--- src/sv/tlmq_pkg.sv ---
package tlmq_pkg;

    localparam int NUM_QUEUES      = 16;
    localparam int QUEUE_DEPTH     = 2048;
    localparam int DRAIN_BURST_DEF = 64;
    localparam int Q_W             = 4;
    localparam int IDX_W           = $clog2(QUEUE_DEPTH);
    localparam int LEN_W           = 12;
    localparam int THR_W           = 17;
    localparam int RC_W            = Q_W + 1;
    localparam int MEM_DEPTH       = NUM_QUEUES * QUEUE_DEPTH;
    localparam int MSG_W           = 192;
    localparam int ADDR_W          = 3;
    localparam logic [THR_W-1:0] BASE_RESET = THR_W'(1024);

    // operation codes
    localparam logic [2:0] OP_CREATE  = 3'd0;
    localparam logic [2:0] OP_PUSH    = 3'd1;
    localparam logic [2:0] OP_POPRDY  = 3'd2;
    localparam logic [2:0] OP_POPMSG  = 3'd3;
    localparam logic [2:0] OP_MARK    = 3'd4;
    localparam logic [2:0] OP_RELEASE = 3'd5;
    localparam logic [2:0] OP_BAD     = 3'd6;

    // result status codes
    localparam logic [1:0] ST_OK    = 2'd0;
    localparam logic [1:0] ST_EMPTY = 2'd1;
    localparam logic [1:0] ST_FULL  = 2'd2;
    localparam logic [1:0] ST_BAD   = 2'd3;

    // register indexes
    localparam logic REG_OVERLOAD_BASE = 1'b0;

    typedef struct packed {
        logic [2:0]        op;
        logic [Q_W-1:0]    q;
        logic [23:0]       handle;
        logic [31:0]       source;
        logic signed [31:0] session;
        logic [63:0]       data_ref;
        logic [63:0]       size_word;
    } cmd_t;

    typedef struct packed {
        logic [1:0]         status;
        logic [Q_W-1:0]     queue;
        logic [23:0]        owner;
        logic [31:0]        source;
        logic signed [31:0] session;
        logic [63:0]        data;
        logic [63:0]        size;
        logic [LEN_W-1:0]   length;
        logic [LEN_W-1:0]   ovl;
        logic               freed;
        logic               last;
    } res_t;

    // Threshold after a pop that leaves len > thr: smallest thr*2^k >= len,
    // where a zero threshold first becomes one.
    function automatic logic [THR_W-1:0] next_thr(input logic [THR_W-1:0] thr,
                                                  input logic [LEN_W-1:0] len);
        logic [THR_W+LEN_W-1:0] t0;
        logic [THR_W+LEN_W-1:0] cand;
        logic [THR_W-1:0]       res;
        t0  = {{LEN_W{1'b0}}, ((thr == '0) ? THR_W'(1) : thr)};
        res = thr;
        for (int k = LEN_W - 1; k >= 0; k--)
        begin
            cand = t0 << k;
            if (cand >= {{THR_W{1'b0}}, len})
            begin
                res = cand[THR_W-1:0];
            end
        end
        return res;
    endfunction

endpackage

--- src/sv/tlmq_front.sv ---
module tlmq_front
    import tlmq_pkg::*;
(
    input  logic        clk,
    input  logic        rst_n,
    input  logic        in_valid,
    output logic        in_ready,
    input  logic [2:0]  kind,
    input  logic [3:0]  queue_id,
    input  logic [23:0] handle,
    input  logic [31:0] source,
    input  logic signed [31:0] session,
    input  logic [63:0] data_ref,
    input  logic [63:0] size_word,
    output cmd_t        cmd,
    output logic        cmd_valid,
    input  logic        cmd_pop
);

    // two-entry item queue toward the engine
    cmd_t       fifo_reg [2];
    logic       wr_ptr_reg, rd_ptr_reg;
    logic [1:0] cnt_reg;
    cmd_t       dec;
    logic       push;

    always_comb
    begin
        dec.op        = (kind > OP_RELEASE) ? OP_BAD : kind;
        dec.q         = queue_id;
        dec.handle    = handle;
        dec.source    = source;
        dec.session   = session;
        dec.data_ref  = data_ref;
        dec.size_word = size_word;
    end

    assign in_ready  = (cnt_reg != 2'd2);
    assign push      = in_valid && in_ready;
    assign cmd_valid = (cnt_reg != 2'd0);
    assign cmd       = fifo_reg[rd_ptr_reg];

    always_ff @(posedge clk)
    begin
        if (push)
        begin
            fifo_reg[wr_ptr_reg] <= dec;
        end
    end

    always_ff @(posedge clk or negedge rst_n)
    begin
        if (!rst_n)
        begin
            wr_ptr_reg <= 1'b0;
            rd_ptr_reg <= 1'b0;
            cnt_reg    <= 2'd0;
        end
        else
        begin
            if (push)
            begin
                wr_ptr_reg <= ~wr_ptr_reg;
            end
            if (cmd_pop)
            begin
                rd_ptr_reg <= ~rd_ptr_reg;
            end
            cnt_reg <= cnt_reg + {1'b0, push} - {1'b0, cmd_pop};
        end
    end

endmodule

--- config.mk ---
export PLATFORM = sky130hd
export DESIGN_NAME = tlmq_front
export DESIGN_NICKNAME = d
export VERILOG_FILES = /design/src/sv/tlmq_pkg.sv /design/src/sv/tlmq_front.sv
export SDC_FILE = /design/constraint.sdc
export NUM_CORES = 1
export LEC_CHECK = 0
export BUFFER_PORTS_ARGS = -buffer_cell sky130_fd_sc_hd__buf_2
export CORE_ASPECT_RATIO = 1.75
export CORE_MARGIN = 5
export CORE_UTILIZATION = 55
export DETAILED_ROUTE_END_ITERATION = 8
export PLACE_DENSITY = 0.92
export SYNTH_ARGS = -nofsm -noshare
export SYNTH_HDL_FRONTEND = slang
export SYNTH_SLANG_ARGS = --single-unit
--- constraint.sdc ---
create_clock -name clk -period 28.9 [get_ports clk]
set_input_delay 8.67 -clock clk [delete_from_list [all_inputs] [get_ports clk]]
set_output_delay 8.67 -clock clk [all_outputs]
set_load 0.005 [all_outputs]
==> flow_summary_export.csv, run 1 <==
group,metric,value,unit
outcome,outcome,"finished clean",
placed_design,port_buffers,451,
layout,area_growth,22.76,%
route,vias_per_cell,5.223,
placed_design,gp_congestion,0.8412,
worst_setup_path,critPathSlowestCell,"dfrtp_4",
layout,nFillCells,1862,
min_path,hold_depth,1,
min_path,min_path_type,"register to register",
floorplanning,start_util,55.37,%
cts,clk-insertion-delay-late,0.52,ns
grt,grt_usage,21.00,%
layout,largest_reg_flops,446,
cts,cts_made_buffers,38,
sta,slew_headroom,21.97,%
grt,grt_max_degree,157,
worst_setup_path,worst-path-buf-inv,3,
synthesis,ys_types,18,
sta,skew,0.01198,ns
synthesis,ys_ff_latch,450,
route,dr.pass1.iters,4,
floorplanning,num_rows,85,
power_and_ir_drop,seqPwrFrac,45.7,%
floorplanning,core_area,0.03063,mm^2
route,wl,37130,um
placed_design,dpl_cell_area,0.01954,mm^2
grt,first_global_vias,9183,
floorplanning,die_h,242.3,um
grt,grt_overflow_total,0,
min_path,worstHoldStart,"wr_ptr_reg",
sta,min_period,12.38,ns
synthesis,synth_fa_ha_area_share,0.07378,%
cts,cts_tree,"done",
cts,cts_sinks,450,
sta,final-hold-violation-count,0,
worst_setup_path,reg2reg_to,"fifo_reg[1][160]",
sta,clock.fmax,80.75,MHz
layout,drive_gt1_share,60.96,%
power_and_ir_drop,p_clk_share,24.5,%
route,num_vias,8446,
route,first_iter_violations,476,
synthesis,yosys.area_share.simple,0.1771,%
synthesis,yosys_warnings,0,
layout,final_util,67.97,%
synthesis,synth_top_family_by_area,"multiplexers",
synthesis,synth_xor_area_share,0.2066,%
worst_setup_path,cpPeakStageDelay,0.91,ns
grt,grt_pass1_wl,54240,um
floorplanning,die_w,142.7,um
synthesis,synth_fp_nets,942,
sta,finalCritPeriodShare,42.85,%
worst_setup_path,arrival,3.71,ns
route,drc,0,
power_and_ir_drop,power.internal,1.513,mW
synthesis,syn_avg_cell_area,23.75,um^2
worst_setup_path,cp_top_family,"buffers and inverters",
run,cap_violations,0,
power_and_ir_drop,combPwrFrac,29.8,%
synthesis,synth_area,0.01696,mm^2
worst_setup_path,r2r_start,"cnt_reg[0]",
synthesis,synth-compound-area-share,0.1476,%
worst_setup_path,crit_path_end_kind,"primary output",
sta,whs,0.5622,ns
grt,antenna_found_initial,15,
route,postRouteAntennaNets,0,
power_and_ir_drop,p_sw_share,27.03,%
cts,root_buffer,"clkbuf_16",
power_and_ir_drop,p_leak,8.225,nW
route,wl_per_cell,22.96,um
cts,cts_setup_buffers,0,
sta,drv_slew,0,
floorplanning,dieArea,0.03458,mm^2
cts,postCtsHoldBufs,0,
layout,nets,1414,
worst_setup_path,cp-start-kind,"register",
worst_setup_path,crit_path_max_fanout,58,
cts,clockBufferDepth,3,
layout,multiInputGateArea,0.003227,mm^2
worst_setup_path,crit_top_cell,"buf_4",
cts,clkTransAtPathRegs,0.06,ns
floorplanning,pin_count,452,
worst_setup_path,reg2reg_slack,25.79,ns
min_path,hold_path_end,"wr_ptr_reg",
sta,finalSetupViolations,0,
synthesis,ys_seq_area_share,79.56,%
placed_design,dp_hpwl,26840,um
power_and_ir_drop,switchingPower,560.6,uW
worst_setup_path,critical_path_class,"register to primary output",
synthesis,synthMuxAreaShare,18.35,%
sta,setup_tns,0,ns
worst_setup_path,r2r_cells,4,
cts,htreeDepth,2,
layout,layout.cell_area.non_filler,0.02082,mm^2
power_and_ir_drop,ir_worst_vdd,0.0001721,V
worst_setup_path,path_cells,"buf_4, buf_4, mux2_4, buf_2",
sta,rsz0062_at_grt,"false",
sta,max_slew.worst_pin.slew,1.170,ns
layout,register_area,0.01350,mm^2
worst_setup_path,critPathRequiredTime,20.23,ns
power_and_ir_drop,p_per_area,99.61,mW/mm^2
synthesis,synthCells,714,
cts,cts_resized,0,
==> how the worst max path moves through the flow <==
stage	cells after the start	slack [ns]	to	from
2_1_floorplan	2	10.07	fifo_reg[0][0]	in_valid
3_3_place_gp	4	17.15	cmd[69]	rd_ptr_reg
3_5_place_dp	4	17.06	cmd[81]	rd_ptr_reg
4_1_cts	4	16.49	cmd[81]	rd_ptr_reg
5_1_grt	4	16.31	cmd[133]	rd_ptr_reg
6_report	4	16.52	cmd[83]	rd_ptr_reg
==> through the flow <==
step | instances | setup slack [ns] | power, mW
6_report | 1617 | 16.52 | 2.074
5_1_grt | 1617 | 16.31 | 2.162
4_1_cts | 1605 | 16.49 | 2.092
3_5_place_dp | 1537 | 17.06 | 1.583
3_3_place_gp | 1537 | 17.15 | 1.558
2_1_floorplan | 714 | 10.07 | 1.395
==> final cells by class <==
class / instances / area share (%)
antenna: 12 / 0.1442
clock buffer: 45 / 4.796
clock inverter: 23 / 1.190
multi-input combinational: 237 / 15.50
sequential: 450 / 64.83
tap: 391 / 2.350
timing repair buffer: 459 / 11.19
==> kinds of logic after synthesis <==
group / Yosys count
AOI/OAI and AO/OA: 3
xor gates and xnor gates: 4
adders and majority gates: 1
buffers and inverters: 27
DFF: 450
muxes: 223
and+or+nand+nor: 6
==> Yosys cell counts <==
cell,number,area share (%)
a21boi_0,1,0.044
mux2_2,63,4.2
a21bo_2,1,0.059
edfxtp_1,446,79
xnor2_1,3,0.15
nand2b_1,1,0.037
dfrtp_1,4,0.59
a22oi_1,1,0.044
mux2_4,160,14
buf_6,19,1.3
nor2_1,2,0.044
or2_2,1,0.037
nand2_1,1,0.022
buf_2,6,0.18
xor2_1,1,0.052
and3_1,1,0.037
ha_1,1,0.074
clkbuf_1,2,0.044
==> routing by layer <==
| layer | global-route usage (%) | vias to the layer above | share of wire (%) | routed length [um] |
|---|---|---|---|---|
| met5 | 0 | - | 0.12 | 45 |
| met3 | 5.116 | 100 | 6.7 | 2479 |
| met1 | 21.91 | 4152 | 32 | 12040 |
| met4 | 9.121 | 6 | 4.2 | 1545 |
| met2 | 39.09 | 383 | 57 | 21020 |
| li1 | - | 3805 | - | - |
==> power by group through the flow <==
stage	registers (mW)	clock network, mW	logic (mW)
CTS	0.950	0.517	0.626
floorplan	0.978	0	0.417
detailed placement	0.962	0	0.621
finish	0.948	0.508	0.618
global route	0.961	0.549	0.653
global placement	0.950	0	0.608
==> layout by cell type (no fill, tap or decap), types with 4 or more instances in the layout <==
master     synthesis  layout
bufinv_16          0       5
clkbuf_16          0      39
buf_4              0       7
mux2_2            63      63
clkbuf_1           2       6
mux2_4           160     160
diode_2            0      12
buf_2              6     451
clkinv_2           0       4
edfxtp_1         446     446
clkinv_1           0       9
(Power assumes the default switching activity.)
==> run 2, diff against run 1 <==
--- a/config.mk
+++ b/config.mk
@@ -8,9 +8,9 @@
 export BUFFER_PORTS_ARGS = -buffer_cell sky130_fd_sc_hd__buf_2
 export CORE_ASPECT_RATIO = 1.75
 export CORE_MARGIN = 5
-export CORE_UTILIZATION = 55
+export CORE_UTILIZATION = 47
 export DETAILED_ROUTE_END_ITERATION = 8
-export PLACE_DENSITY = 0.92
+export PLACE_DENSITY = 0.84
 export SYNTH_ARGS = -nofsm -noshare
 export SYNTH_HDL_FRONTEND = slang
 export SYNTH_SLANG_ARGS = --single-unit
==> constraint.sdc (replaced) <==
create_clock -name clk -period 10.42 [get_ports clk]
set_input_delay 3.126 -clock clk [delete_from_list [all_inputs] [get_ports clk]]
set_output_delay 3.126 -clock clk [all_outputs]
set_load 0.005 [all_outputs]
==> flow_summary_export.csv, run 2 (synthesized netlist as in run 1, its figures left out) <==
group,metric,value,unit
power_and_ir_drop,p_per_area,277.6,mW/mm^2
sta,max_slew.worst_pin.slew,1.128,ns
cts,postCtsHoldBufs,0,
layout,nets,1415,
outcome,outcome,"finished clean",
power_and_ir_drop,switchingPower,1.564,mW
cts,cts_setup_buffers,0,
sta,setup_tns,0,ns
cts,clockBufferDepth,3,
power_and_ir_drop,seqPwrFrac,45.5,%
cts,htreeDepth,2,
route,wl_per_cell,22.16,um
layout,nFillCells,2653,
cts,clk-insertion-delay-late,0.52,ns
worst_setup_path,path_cells,"buf_4, mux2_4, buf_2",
worst_setup_path,crit_path_end_kind,"primary output",
cts,clkTransAtPathRegs,0.06,ns
power_and_ir_drop,p_sw_share,26.78,%
route,first_iter_violations,371,
layout,layout_common_cells,"buf_2 (451), edfxtp_1 (446), mux2_4 (160), mux2_2 (63), clkbuf_16 (41)",
sta,drv_slew,0,
route,wl,37760,um
route,num_vias,8502,
worst_setup_path,critical_path_class,"register to primary output",
layout,drive_gt1_share,61.18,%
sta,finalCritPeriodShare,60.68,%
power_and_ir_drop,p_leak,8.271,nW
grt,grt_overflow_total,0,
run,cap_violations,0,
sta,min_period,6.323,ns
placed_design,gp_congestion,0.8710,
cts,cts_resized,0,
worst_setup_path,cpPeakStageDelay,1.17,ns
layout,layout.cell_area.non_filler,0.02103,mm^2
floorplanning,core_area,0.03591,mm^2
grt,grt_pass1_wl,54210,um
layout,largest_reg_flops,446,
sta,clock.fmax,158.2,MHz
cts,cts_tree,"done",
layout,layout_commonest_cell,"buf_2",
power_and_ir_drop,p_clk_share,25.6,%
layout,multiInputGateArea,0.003227,mm^2
worst_setup_path,cp-start-kind,"register",
floorplanning,pin_count,452,
floorplanning,num_rows,92,
placed_design,dpl_cell_area,0.01964,mm^2
cts,cts_made_buffers,39,
worst_setup_path,critPathRequiredTime,7.29,ns
floorplanning,dieArea,0.04013,mm^2
floorplanning,die_h,261.3,um
placed_design,dp_hpwl,26950,um
power_and_ir_drop,power.internal,4.274,mW
layout,area_growth,24.01,%
min_path,min_path_type,"register to register",
sta,skew,0.01246,ns
floorplanning,die_w,153.6,um
grt,first_global_vias,9287,
route,vias_per_cell,4.989,
grt,grt_max_degree,125,
layout,register_area,0.01350,mm^2
route,drc,0,
route,dr.pass1.iters,5,
sta,finalSetupViolations,0,
cts,root_buffer,"clkbuf_16",
placed_design,port_buffers,451,
power_and_ir_drop,combPwrFrac,28.9,%
cts,cts_sinks,450,
floorplanning,start_util,47.22,%
worst_setup_path,arrival,3.20,ns
power_and_ir_drop,ir_worst_vdd,0.0001912,V
sta,final-hold-violation-count,0,
grt,antenna_found_initial,22,
worst_setup_path,crit_path_max_fanout,66,
route,postRouteAntennaNets,0,
worst_setup_path,critPathSlowestCell,"dfrtp_4",
sta,rsz0062_at_grt,"false",
grt,grt_usage,17.91,%
sta,slew_headroom,24.78,%
==> run 2: cell types whose count changed in the layout (fill, tap and decap cells not counted), sizes merged <==
cell	change
clkinv	-6
clkbuf	+9
bufinv	+1
inv	-2
diode	+6
==> run 2: path summary, 6_finish.rpt <==
path	startpoint	endpoint	slack, ns	depth (start not counted)
max	rd_ptr_reg	cmd[66]	4.10	3
min	cnt_reg[0]	cnt_reg[0]	0.55	1
max reg2reg	cnt_reg[0]	fifo_reg[1][185]	7.52	4
min reg2reg	cnt_reg[0]	cnt_reg[0]	0.55	1
max in group asynchronous	rst_n	rd_ptr_reg	7.88	1
min in group asynchronous	rst_n	rd_ptr_reg	2.40	1
==> run 2: routing by layer <==
layer	vias to the layer above	part of all wire, %	track usage, %
met5	-	0.21	0
met4	12	5.5	10.36
met3	124	6.8	5.489
met2	359	55	32.95
met1	4195	32	17.62
li1	3812	-	-
==> run 2: power groups by stage <==
stage | clock [mW] | sequential [mW] | combinational, mW
2_1_floorplan | 0 | 2.68 | 1.16
3_3_place_gp | 0 | 2.67 | 1.68
3_5_place_dp | 0 | 2.70 | 1.71
4_1_cts | 1.53 | 2.66 | 1.72
5_1_grt | 1.62 | 2.69 | 1.80
6_report | 1.49 | 2.65 | 1.69
==> run 2: cell type report <==
type,instances,area share (%)
clock buffers,54,5.206
multi-input cells,237,15.34
clock inverters,16,1.190
flip-flops and latches,450,64.17
diodes,18,0.2142
repair buffers,459,11.08
well taps,470,2.796
==> run 2: stage by stage <==
step | instances | setup WS (ns) | util, % | hold slack [ns] | power, mW
global placement | 1616 | 4.639 | 54.69 | 0.5206 | 4.351
detailed placement | 1616 | 4.612 | 54.69 | 0.5427 | 4.410
finish | 1704 | 4.097 | 58.56 | 0.5498 | 5.838
CTS | 1686 | 4.035 | 58.43 | 0.5572 | 5.917
floorplan | 714 | 0.9141 | - | 0.4788 | 3.831
global route | 1700 | 3.943 | 58.53 | 0.5680 | 6.111
==> run 2: critical path, delay by kind of cell (launching register included) <==
family | cells | cell delay (ns)
mux | 1 | 0.36
buf+inv | 2 | 1.03
flops | 1 | 1.17
==> run 3, diff against run 2 <==
--- a/config.mk
+++ b/config.mk
@@ -8,9 +8,9 @@
 export BUFFER_PORTS_ARGS = -buffer_cell sky130_fd_sc_hd__buf_2
 export CORE_ASPECT_RATIO = 1.75
 export CORE_MARGIN = 5
-export CORE_UTILIZATION = 47
+export CORE_UTILIZATION = 52
 export DETAILED_ROUTE_END_ITERATION = 8
-export PLACE_DENSITY = 0.84
+export PLACE_DENSITY = 0.88
 export SYNTH_ARGS = -nofsm -noshare
 export SYNTH_HDL_FRONTEND = slang
 export SYNTH_SLANG_ARGS = --single-unit
==> constraint.sdc (replaced) <==
create_clock -name clk -period 6.4 [get_ports clk]
set_input_delay 1.92 -clock clk [delete_from_list [all_inputs] [get_ports clk]]
set_output_delay 1.92 -clock clk [all_outputs]
set_load 0.005 [all_outputs]
==> flow_summary_export.csv, run 3 (synthesized netlist as in run 1, its figures left out) <==
group,metric,value,unit
outcome,outcome,"finished clean",
grt,grt_usage,19.55,%
power_and_ir_drop,p_clk_share,24.9,%
min_path,hold_depth,1,
layout,area_growth,23.65,%
layout,layout_common_cells,"buf_2 (451), edfxtp_1 (446), mux2_4 (160), mux2_2 (63), clkbuf_16 (41)",
worst_setup_path,crit_path_max_fanout,56,
floorplanning,start_util,52.63,%
worst_setup_path,arrival,2.63,ns
floorplanning,num_rows,87,
cts,postCtsHoldBufs,0,
floorplanning,pin_count,452,
power_and_ir_drop,p_leak,8.273,nW
grt,grt_pass1_wl,54160,um
sta,setup_tns,0,ns
power_and_ir_drop,p_per_area,451.9,mW/mm^2
grt,first_global_vias,9216,
route,wl_per_cell,22.61,um
worst_setup_path,critical_path_class,"register to primary output",
worst_setup_path,critPathSlowestCell,"dfrtp_4",
sta,final-hold-violation-count,0,
worst_setup_path,cpPeakStageDelay,1.09,ns
route,wl,37040,um
power_and_ir_drop,power.total,9.475,mW
placed_design,gp_congestion,0.8271,
worst_setup_path,path_cells,"buf_12, mux2_2, buf_2",
cts,cts_resized,0,
cts,cts_tree,"done",
route,num_vias,8441,
power_and_ir_drop,ir_worst_vdd,0.0004165,V
layout,drive_gt1_share,61.23,%
power_and_ir_drop,power.internal,6.877,mW
placed_design,port_buffers,451,
layout,largest_reg_flops,446,
cts,clockBufferDepth,3,
cts,cts_sinks,450,
power_and_ir_drop,p_sw_share,27.42,%
cts,root_buffer,"clkbuf_16",
grt,grt_overflow_total,0,
sta,skew,0.02012,ns
floorplanning,die_w,146.5,um
cts,clkTransAtPathRegs,0.07,ns
sta,min_period,4.553,ns
power_and_ir_drop,switchingPower,2.598,mW
worst_setup_path,cp-start-kind,"register",
sta,clock.fmax,219.6,MHz
floorplanning,core_area,0.03222,mm^2
route,vias_per_cell,5.153,
layout,nets,1418,
min_path,min_path_type,"register to register",
power_and_ir_drop,combPwrFrac,29.8,%
cts,htreeDepth,2,
layout,final_cell_count_no_fill,1638,
worst_setup_path,critPathRequiredTime,4.48,ns
sta,rsz0062_at_grt,"false",
placed_design,dp_hpwl,26260,um
sta,finalSetupViolations,0,
route,dr.pass1.iters,4,
sta,drv_slew,0,
cts,cts_made_buffers,41,
run,cap_violations,0,
worst_setup_path,r2r_cells,4,
placed_design,dpl.cell_count,1547,
route,first_iter_violations,449,
worst_setup_path,crit_path_end_kind,"primary output",
floorplanning,die_h,248.9,um
worst_setup_path,reg2reg_slack,3.91,ns
cts,cts_setup_buffers,0,
layout,layout_commonest_cell,"buf_2",
route,postRouteAntennaNets,0,
grt,antenna_found_initial,19,
floorplanning,dieArea,0.03647,mm^2
power_and_ir_drop,seqPwrFrac,45.3,%
sta,max_slew.worst_pin.slew,1.016,ns
grt,grt_max_degree,126,
route,drc,0,
cts,clk-insertion-delay-late,0.53,ns
sta,finalCritPeriodShare,71.15,%
sta,slew_headroom,32.28,%
==> run 3: power by group through the flow <==
stage	Sequential (mW)	Clock (mW)	Combinational [mW]
global placement	4.31	0	2.81
global route	4.35	2.55	2.98
finish	4.29	2.36	2.82
floorplan	4.27	0	1.88
CTS	4.30	2.42	2.87
detailed placement	4.36	0	2.86
==> run 3: worst max-delay path, delay by kind of cell, from the launching register on <==
| kind | cells | cell delay, ns |
|---|---|---|
| muxes | 1 | 0.39 |
| buffers and inverters | 2 | 0.58 |
| DFF | 1 | 1.09 |
==> run 3: final cells by class <==
type | count | area (um^2)
diodes | 18 | 45.04
clock buffers | 49 | 1056
clock inverters | 24 | 244.0
fillers | 2142 | 11250
multi-input cells | 237 | 3227
flip-flops and latches | 450 | 13500
well taps | 400 | 500.5
repair buffers | 460 | 2400
==> run 3: through the flow <==
stage | util (%) | cell area (um^2) | hold WS (ns) | worst slack [ns]
2_1_floorplan | - | 16970 | 0.5061 | 0.6053
3_3_place_gp | 60.90 | 19620 | 0.5207 | 2.377
3_5_place_dp | 60.90 | 19620 | 0.5453 | 2.373
4_1_cts | 64.94 | 20920 | 0.5775 | 1.782
5_1_grt | 65.07 | 20970 | 0.5795 | 1.723
6_report | 65.08 | 20970 | 0.5698 | 1.847
==> run 3: worst paths after layout <==
check,start,end
worst max-delay path,rd_ptr_reg,cmd[37]
worst min-delay path,wr_ptr_reg,wr_ptr_reg
worst max register to register,cnt_reg[0],fifo_reg[1][86]
worst min register to register,wr_ptr_reg,wr_ptr_reg
max in group asynchronous,rst_n,rd_ptr_reg
min in group asynchronous,rst_n,rd_ptr_reg
==> run 3: layer usage <==
metal / global-route usage, % / part of all wire (%)
met5: 0 / 0
met4: 10.01 / 4.3
met3: 5.096 / 6.6
met2: 35.86 / 56
met1: 20.35 / 33
